### config.mk
export PLATFORM = sky130hd
export DESIGN_NAME = pcs_parse
export DESIGN_NICKNAME = d
export VERILOG_FILES = /design/src/design/pcs_pkg.sv /design/src/design/pcs_parse.sv
export SDC_FILE = /design/constraint.sdc
export NUM_CORES = 1
export LEC_CHECK = 0
export BUFFER_PORTS_ARGS = -buffer_cell sky130_fd_sc_hd__clkbuf_2
export CORE_ASPECT_RATIO = 1.75
export CORE_MARGIN = 8
export CORE_UTILIZATION = 60
export CTS_BUF_LIST = sky130_fd_sc_hd__clkbuf_2
export CTS_CLUSTER_DIAMETER = 30
export CTS_CLUSTER_SIZE = 40
export DETAILED_ROUTE_END_ITERATION = 8
export HOLD_SLACK_MARGIN = 0.02
export PLACE_DENSITY = 0.82
export SYNTH_ARGS = -nofsm -noshare
export SYNTH_HDL_FRONTEND = slang
export SYNTH_SLANG_ARGS = --single-unit
### constraint.sdc
create_clock -name clk -period 5.3 [get_ports clk]
set_input_delay 0 -clock clk [delete_from_list [all_inputs] [get_ports clk]]
set_output_delay 0 -clock clk [all_outputs]
set_load 0.05 [all_outputs]
### src/design/pcs_pkg.sv
// Shared types, codes and constant tables for the patch record stream checker.
package pcs_pkg;

  // Fixed layout of the patch header
  localparam int HEADER_BYTES = 80;
  localparam int MAGIC_END    = 8;
  localparam int SIZE_END     = 16;
  localparam int ADDR_W       = 20;
  localparam int POS_W        = 7;
  localparam int QDEPTH       = 2;
  localparam int QPTR_W       = 1;

  typedef enum logic [1:0] {
    PH_HEADER = 2'd0,
    PH_RECHDR = 2'd1,
    PH_DATA   = 2'd2,
    PH_END    = 2'd3
  } ph_t;

  typedef enum logic [2:0] {
    ST_RUN    = 3'd0,
    ST_OK     = 3'd1,
    ST_BADHDR = 3'd2,
    ST_BADREC = 3'd3,
    ST_TRUNC  = 3'd4,
    ST_TRAIL  = 3'd5
  } st_t;

  typedef struct packed {
    logic [7:0] data_byte;
    logic       is_last;
  } in_item_t;

  typedef struct packed {
    logic              write_valid;
    logic [ADDR_W-1:0] write_address;
    logic [7:0]        write_data;
    logic              done_res;
    st_t               status;
  } res_t;

  // Handshake status of the two queues seen by the parser
  typedef struct packed {
    logic in_empty;
    logic out_full;
  } q_stat_t;

  localparam logic [7:0] MAGIC_TAB [MAGIC_END] = '{
    8'h42, 8'h53, 8'h44, 8'h45, 8'h4c, 8'h58, 8'h31, 8'h00
  };

  localparam logic [7:0] DIGEST_TAB [64] = '{
    8'hbf, 8'h16, 8'hc3, 8'hc8, 8'h67, 8'hc5, 8'h8e, 8'h2a,
    8'hb0, 8'h61, 8'hc7, 8'h0d, 8'he9, 8'h29, 8'h5b, 8'h69,
    8'h30, 8'hd6, 8'h3f, 8'h29, 8'hf8, 8'h1c, 8'hc9, 8'h86,
    8'hf5, 8'hec, 8'hae, 8'h03, 8'he0, 8'had, 8'h18, 8'hd2,
    8'h55, 8'h21, 8'h59, 8'ha1, 8'h99, 8'h55, 8'he8, 8'h8a,
    8'h83, 8'h37, 8'hf7, 8'hc4, 8'h73, 8'hcc, 8'hc5, 8'h3e,
    8'h5d, 8'hce, 8'hf1, 8'h5b, 8'h87, 8'hda, 8'hab, 8'h8e,
    8'h89, 8'he1, 8'h89, 8'h46, 8'h94, 8'h54, 8'h2f, 8'he6
  };

endpackage

### src/design/pcs_parse.sv
// Header and record parser: one byte in, one result out per cycle while go.
module pcs_parse
  import pcs_pkg::*;
#(
  parameter int IMAGE_BYTES = 1048576
) (
  input  logic     clk,
  input  logic     rst_n,
  input  q_stat_t  qs,
  input  in_item_t in_item,
  output logic     go,
  output res_t     res
);

  localparam int CNT_W = $clog2(IMAGE_BYTES + 1);
  localparam logic [31:0] IMG32 = 32'(IMAGE_BYTES);

  ph_t               ph_r, ph_step;
  st_t               err_r, err_step;
  logic [POS_W-1:0]  pos_r, pos_step;
  logic [CNT_W-1:0]  rl_r, rl_step;
  logic [CNT_W-1:0]  rbl_r, rbl_step;
  logic [CNT_W-1:0]  prev_r, prev_step;
  logic [ADDR_W-1:0] addr_r, addr_step;
  logic [55:0]       sh_r;
  logic [63:0]       word;
  logic [31:0]       f_lo, f_hi;
  logic [32:0]       rec_end;
  logic [7:0]        b;
  logic [5:0]        dig_idx;
  logic              rec_bad, hdr_bad;

  assign go      = !qs.in_empty && !qs.out_full;
  assign b       = in_item.data_byte;
  assign word    = {b, sh_r};
  assign f_lo    = word[31:0];
  assign f_hi    = word[63:32];
  assign rec_end = {1'b0, f_lo} + {1'b0, f_hi};
  assign dig_idx = 6'(pos_r - POS_W'(SIZE_END));
  assign hdr_bad = (f_lo != IMG32) || (f_hi == '0) || (f_hi > IMG32);
  assign rec_bad = (f_hi == '0) || (f_lo < 32'(prev_r)) || (f_lo >= IMG32) ||
                   (rec_end > 33'(IMAGE_BYTES));

  // Next state for one parsed byte, before the end-of-payload return to reset
  always_comb begin
    ph_step   = ph_r;
    err_step  = err_r;
    pos_step  = pos_r;
    rl_step   = rl_r;
    rbl_step  = rbl_r;
    prev_step = prev_r;
    addr_step = addr_r;
    if (err_r == ST_RUN) begin
      unique case (ph_r)
        PH_HEADER: begin
          if (pos_r < POS_W'(MAGIC_END)) begin
            if (b != MAGIC_TAB[pos_r[2:0]]) err_step = ST_BADHDR;
          end else if (pos_r < POS_W'(SIZE_END)) begin
            if (pos_r == POS_W'(SIZE_END-1)) begin
              if (hdr_bad) err_step = ST_BADHDR;
              else         rl_step  = f_hi[CNT_W-1:0];
            end
          end else begin
            if (b != DIGEST_TAB[dig_idx]) err_step = ST_BADHDR;
          end
          if (pos_r == POS_W'(HEADER_BYTES-1)) begin
            pos_step = '0;
            ph_step  = PH_RECHDR;
          end else begin
            pos_step = pos_r + 1'b1;
          end
        end
        PH_RECHDR: begin
          if (pos_r[2:0] == 3'd7) begin
            pos_step = '0;
            if (rec_bad) begin
              err_step = ST_BADREC;
            end else begin
              addr_step = f_lo[ADDR_W-1:0];
              rbl_step  = f_hi[CNT_W-1:0];
              prev_step = rec_end[CNT_W-1:0];
              ph_step   = PH_DATA;
            end
          end else begin
            pos_step = POS_W'(pos_r[2:0]) + 1'b1;
          end
        end
        PH_DATA: begin
          addr_step = addr_r + 1'b1;
          if (rbl_r != '0) rbl_step = rbl_r - 1'b1;
          if (rbl_r <= CNT_W'(1)) begin
            if (rl_r != '0) rl_step = rl_r - 1'b1;
            ph_step = (rl_r <= CNT_W'(1)) ? PH_END : PH_RECHDR;
          end
        end
        PH_END: begin
          err_step = ST_TRAIL;
        end
        default: begin
          err_step = ST_TRAIL;
        end
      endcase
    end
  end

  // Result for the byte being parsed
  always_comb begin
    res = '0;
    res.write_valid = (err_r == ST_RUN) && (ph_r == PH_DATA);
    if (res.write_valid) begin
      res.write_address = addr_r;
      res.write_data    = b;
    end
    res.done_res = in_item.is_last;
    res.status   = err_step;
    if (in_item.is_last && (err_step == ST_RUN)) begin
      res.status = (ph_step == PH_END) ? ST_OK : ST_TRUNC;
    end
  end

  always_ff @(posedge clk) begin
    if (!rst_n || (go && in_item.is_last)) begin
      ph_r   <= PH_HEADER;
      err_r  <= ST_RUN;
      pos_r  <= '0;
      rl_r   <= '0;
      rbl_r  <= '0;
      prev_r <= '0;
      addr_r <= '0;
    end else if (go) begin
      ph_r   <= ph_step;
      err_r  <= err_step;
      pos_r  <= pos_step;
      rl_r   <= rl_step;
      rbl_r  <= rbl_step;
      prev_r <= prev_step;
      addr_r <= addr_step;
    end
  end

  // Field collector: the last seven bytes, oldest in the low bits
  always_ff @(posedge clk) begin
    if (go) begin
      sh_r <= word[63:8];
    end
  end

`ifndef SYNTHESIS
  a_last_restarts: assert property (@(posedge clk) disable iff (!rst_n)
    go && in_item.is_last |=> (ph_r == PH_HEADER) && (pos_r == '0) && (err_r == ST_RUN))
    else $error("payload end did not restart the parser");

  a_err_sticky: assert property (@(posedge clk) disable iff (!rst_n)
    (err_r != ST_RUN) && !(go && in_item.is_last) |=> (err_r == $past(err_r)))
    else $error("latched error changed inside a payload");

  a_data_counts: assert property (@(posedge clk) disable iff (!rst_n)
    (ph_r == PH_DATA) && (err_r == ST_RUN) |-> (rbl_r != '0) && (rl_r != '0))
    else $error("data phase with no bytes or records left");

  a_no_write_after_err: assert property (@(posedge clk) disable iff (!rst_n)
    go && res.write_valid |-> (err_r == ST_RUN) && (prev_r != '0))
    else $error("image write issued outside a valid record");
`endif

endmodule

* Word level (Yosys, flattened, before mapping)
Memory sizes are Yosys's and may differ from the RTL's.
Index checks and enable logic that the tools add are counted.
** Word-level totals
- Register bits after elaboration :: 151
- ROM bits :: 576
- Bits of input ports :: 13
- Output and inout bits :: 34
- Memories :: 2
** Cells by class
- $add $sub $neg :: 7
- Magnitude comparators :: 10
- Equal/unequal tests :: 19
- Mux-type cells :: 41
- Bitwise logic cells :: 3
- Reduce and logical (&&, ||, !) cells :: 27
** Memories
- (no name shown) :: words 64, bits a word 8, read ports 1, clocked after Yosys merged registers in 0, wr ports 0, RTL line pcs_parse.sv:64 : if (b != DIGEST_TAB[dig_idx]) err_step = ST_BADHDR;
- (no name shown) :: words 8, bits a word 8, read ports 1, clocked after Yosys merged registers in 0, wr ports 0, RTL line pcs_parse.sv:57 : if (b != MAGIC_TAB[pos_r[2:0]]) err_step = ST_BADHDR;
** Operator list (count)
- $mux W21 :: 9
- $pmux W21 S2 :: 2
- $le A21 B1 Y1 const B :: 2
- $reduce_bool A21 Y1 :: 2
- $sub A21 B1 Y21 const B :: 2
- $mux W20 :: 2
- $pmux W20 S2 :: 1
- $add A32 B32 Y33 :: 1
- $gt A33 B21 Y1 const B :: 1
- $mux W3 :: 11
- $ge A32 B21 Y1 const B :: 1
- $gt A32 B21 Y1 const B :: 1
- $logic_not A32 Y1 :: 1
- $lt A32 B21 Y1 :: 1
- $mux W8 :: 4
- $ne A32 B21 Y1 const B :: 1
- $mux W28 :: 1
- $add A20 B1 Y20 const B :: 1
- $ne A2 B2 Y1 const B :: 9
- $ne A8 B8 Y1 :: 2
- $pmux W7 S2 :: 1
- $mux W2 :: 6
- $reduce_and A5 Y1 :: 2
- $pmux W3 S3 :: 1
- other kinds (27) :: 42

* Depth between registers and ports, before layout
- Word-level depth :: 14
- Depth in mapped cells :: 16
- Depth with buffers taken out :: 13

* Worst setup path after synthesis
OpenSTA, ideal clock, no wires.
- Path kind :: input to register
- Start :: input qs[1] (netlist name)
- End :: register addr_r[10]
- Library setup time :: 0.130 ns
- Data arrival time :: 4.466 ns
- Required time :: 5.170 ns
- Path slack :: 0.704 ns
- Stages on the path :: 8
- Buffers on the path :: 2
- Cells stage by stage :: nor2_1 nand2_1 nor2_1 a21boi_1 buf_4 buf_6 mux2i_1 o22ai_1
** On the way
- Cells in the longest elaborated chain, start to end :: 4
** Ends and longest elaborated chain
- start: declaration :: RTL line pcs_parse.sv:9 : input q_stat_t qs,
- $logic_not A1 Y1 (*) :: RTL line pcs_parse.sv:33 : assign go = !qs.in_empty && !qs.out_full;
- $logic_and A1 B1 Y1 (*) :: RTL line pcs_parse.sv:33
- branches (longest 2 deep; another with $reduce_and A5 Y1)
- end signal: assignment :: RTL line pcs_parse.sv:137 : addr_r <= addr_step;
- end: declaration :: RTL line pcs_parse.sv:24 : logic [ADDR_W-1:0] addr_r, addr_step;
Mark *: on every way between the ends.
A chain may end at the register's enable or synchronous reset.

==> impl_metrics.tcl <==
set metrics [dict create \
    setup_viol 0 \
    dpl.hpwl_mm 25.0 \
    final_nets 1503 \
    synth.avg_cell_area_sq_um 7.97 \
    async_reset_ff_share_pct 0 \
    htree_levels 4 \
    powerDensity_mw_per_mm2 190 \
    grt_pass1_vias 10700 \
    ys_seq_elements 151 \
    path_max_fanout 11 \
    drive_gt1_share_pct 10.4 \
    final_util_pct 64.9 \
    finalMaxSlewViolations 0 \
    slew_headroom_pct 16.1 \
    yosysWarnings 0 \
    skew_ns 0.0576 \
    drtPass1Iterations 9 \
    leakagePower_nw 4.68 \
    area_growth_pct 7.56 \
    die_area_sq_mm 0.0233 \
    rrSetupSlack_ns 0.59 \
    design_area_sq_mm 0.0119 \
    layout_min_cycle_time_ns 5.12 \
    yosysTopAreaCellShare_pct 17.1 \
    clockBufferDepth 2 \
    place_ws_ns 0.525 \
    antenna_found_initial 1 \
    core.rowCount 66 \
    startpoint_type "register" \
    num_vias 11300 \
    synth_area_leader_cell "dfxtp_1" \
    pin_count 47 \
    place_area_sq_mm 0.0115 \
    clk_latency_ns 0.76 \
    synth_cell_type_count 80 \
    ys_seq_area_share_pct 32.3 \
    reg2reg_to "rbl_r[20]" \
    syn-num-nets 1481 \
    synthCells 1394 \
    clkSlewWorstSetupHoldPaths_ns 0.27 \
    ant_nets 0 \
    maxCapViolCount 0 \
    holdPathEnd "addr_r[0]" \
    ys_top_cells_by_area "dfxtp_1 (17%), edfxtp_1 (15%), ha_1 (8.2%)" \
    ir_drop_v 0.000143 \
    cts_sinks 151 \
    dieWidth_um 119 \
    synth-edff-count 56 \
    clockRootBuffer "clkbuf_2" \
    status "completed" \
    critPathCaptureType "output pin" \
    core_area_sq_mm 0.0184 \
    grt_pass1_wl_mm 55.0 \
    worstPathRequired_ns 5.30 \
    hold_depth 4 \
    ys.flop_type "dfxtp_1" \
    final_cells 1669 \
    crit_type "register to output pin" \
    hold_class "input port to register" \
    syn_area_sq_mm 0.0111 \
    cts_tree "built" \
    track_usage_pct 29.2 \
    drtIter0Drc 1033 \
    fp.dieH_um 196 \
    gp_congestion 1.08 \
    placed_cells_incl_taps 1609 \
    start_util_pct 60.3 \
    numPortBuffers 46 \
    viasPerCell 6.78 \
    cts_inserted_buffers 17 \
    grt_start_max_net_pins 76 \
    fmax_ghz 0.195 \
    fin_ws_ns 0.180 \
    wl_mm 34.7 \
    worstRegToRegCells 15 \
    arrival_ns 5.12 \
    worstHoldStart "in_item[0]" \
    worstReg2RegStart "sh_r[32]" \
    drt-wirelength-per-cell_um 20.8 \
    min_period_over_period_pct 96.6 \
    drc_errors 0 \
    hold_viol 0 \
    worst_slew_pin_slew_ns 1.25 \
    grt_overflow 0 \
]
## synth_stat cells (18+ instances only)
cell type,number
nand4_1,20
inv_1,46
ha_1,73
edfxtp_1,56
clkbuf_1,70
nand2_1,155
and3_1,45
nor2_1,104
o211ai_1,20
o31ai_1,25
a21oi_1,117
nor4_1,25
o21ai_0,113
mux2i_1,33
nor3_1,40
xor2_1,18
dfxtp_1,95
a211oi_1,24
nand3_1,63
## layout by cell type (no fill, tap or decap), types with 9 or more instances in the layout
cell	instances
nor2_1	102
o211ai_1	20
nand2_1	154
a21oi_1	116
mux2i_1	33
nor3_1	38
edfxtp_1	56
and3_1	45
nor4_1	25
and2_1	10
dlygate4sd3_1	12
xnor2_1	16
nand3_1	63
a31oi_1	16
buf_4	29
nand2b_1	13
or3_1	16
nand4_1	20
a21o_1	14
o31ai_1	25
inv_1	46
o22ai_1	10
xor2_1	18
clkbuf_2	62
a22oi_1	10
dfxtp_1	95
o21ai_0	112
ha_1	73
a211oi_1	22
a41oi_1	9
## worst max-delay path by stage
stage,from,to,slack [ns],cells after the start
finish,sh_r[32],res[1],0.18,15
global route,sh_r[0],res[2],-0.02,15
CTS,sh_r[0],res[1],0.04,15
detailed placement,sh_r[32],rbl_r[20],0.52,14
global placement,sh_r[32],rbl_r[20],0.59,14
floorplan,qs[1],addr_r[10],0.70,8
## power by group
part	internal [mW]	leakage, nW	switching (mW)
clock network	0.185	0.138	0.469
logic	0.126	3.25	0.229
registers	1.23	1.29	0.0377
## metal layers
layer	track usage (%)	wire length (um)
met1	31.3	12200
met2	51.8	17600
met3	4.52	2520
met4	19.4	2360
met5	0	0
## repair_timing
item	CTS	global route
setup endpoints to repair	2	4
endpoints found under the hold margin	81	0
hold buffers	12	0
buffers inserted	1	13
pin swaps	0	2
gates resized for setup	2	8
## sequential cells by signal (all words and copies together), names as in the netlist
| signal | count |
|---|---|
| addr_r | 20 |
| pos_r | 7 |
| rbl_r | 21 |
| err_r | 3 |
| prev_r | 21 |
| sh_r | 56 |
| ph_r | 2 |
| rl_r | 21 |
## stage by stage
stage / hold WS (ns) / total power [mW] / setup TNS (ns)
after floorplan: 0.0989 / 1.51 / 0
after global placement: 0.325 / 1.61 / 0
after detailed placement: 0.320 / 1.62 / 0
after CTS: 0.0688 / 2.25 / 0
after global routing: 0.0318 / 2.35 / -0.0432
final: 0.125 / 2.27 / 0
## worst max-delay path: stages, from the launching register on
cell and delay [ns]:
edfxtp_1 0.46, ha_1 0.23, fa_1 0.43, a21oi_1 0.20, o211ai_2 0.21, xnor2_1 0.20, or4_1 0.44, or4_1 0.44
nor4_1 0.29, a41oi_1 0.20, nor4b_4 0.34, buf_6 0.21, o21ai_1 0.11, and2_1 0.18, or2_1 0.20, buf_2 0.21
## layout make-up
cell class | instances | area (sq um)
tap | 238 | 298
clock inverter | 14 | 139
antenna | 2 | 5.00
clock buffer | 18 | 90.1
timing repair buffer | 88 | 594
multi-input combinational | 1110 | 7060
inverter | 48 | 180
sequential | 151 | 3580
fill | 1581 | 6470
## kinds of logic (layout without fill, tap and decap cells)
logic type / Yosys count / in the layout / synth area share (%)
AOI/OAI and AO/OA: 429 / 429 / 24.3
xor gates and xnor gates: 34 / 34 / 2.68
adders and majority gates: 74 / 74 / 8.40
buffers and inverters: 133 / 168 / 4.82
DFF: 151 / 151 / 32.3
muxes: 41 / 41 / 4.09
other: 0 / 2 / 0
and+or+nand+nor: 532 / 532 / 23.4
Power figures use the tool's default switching activity.
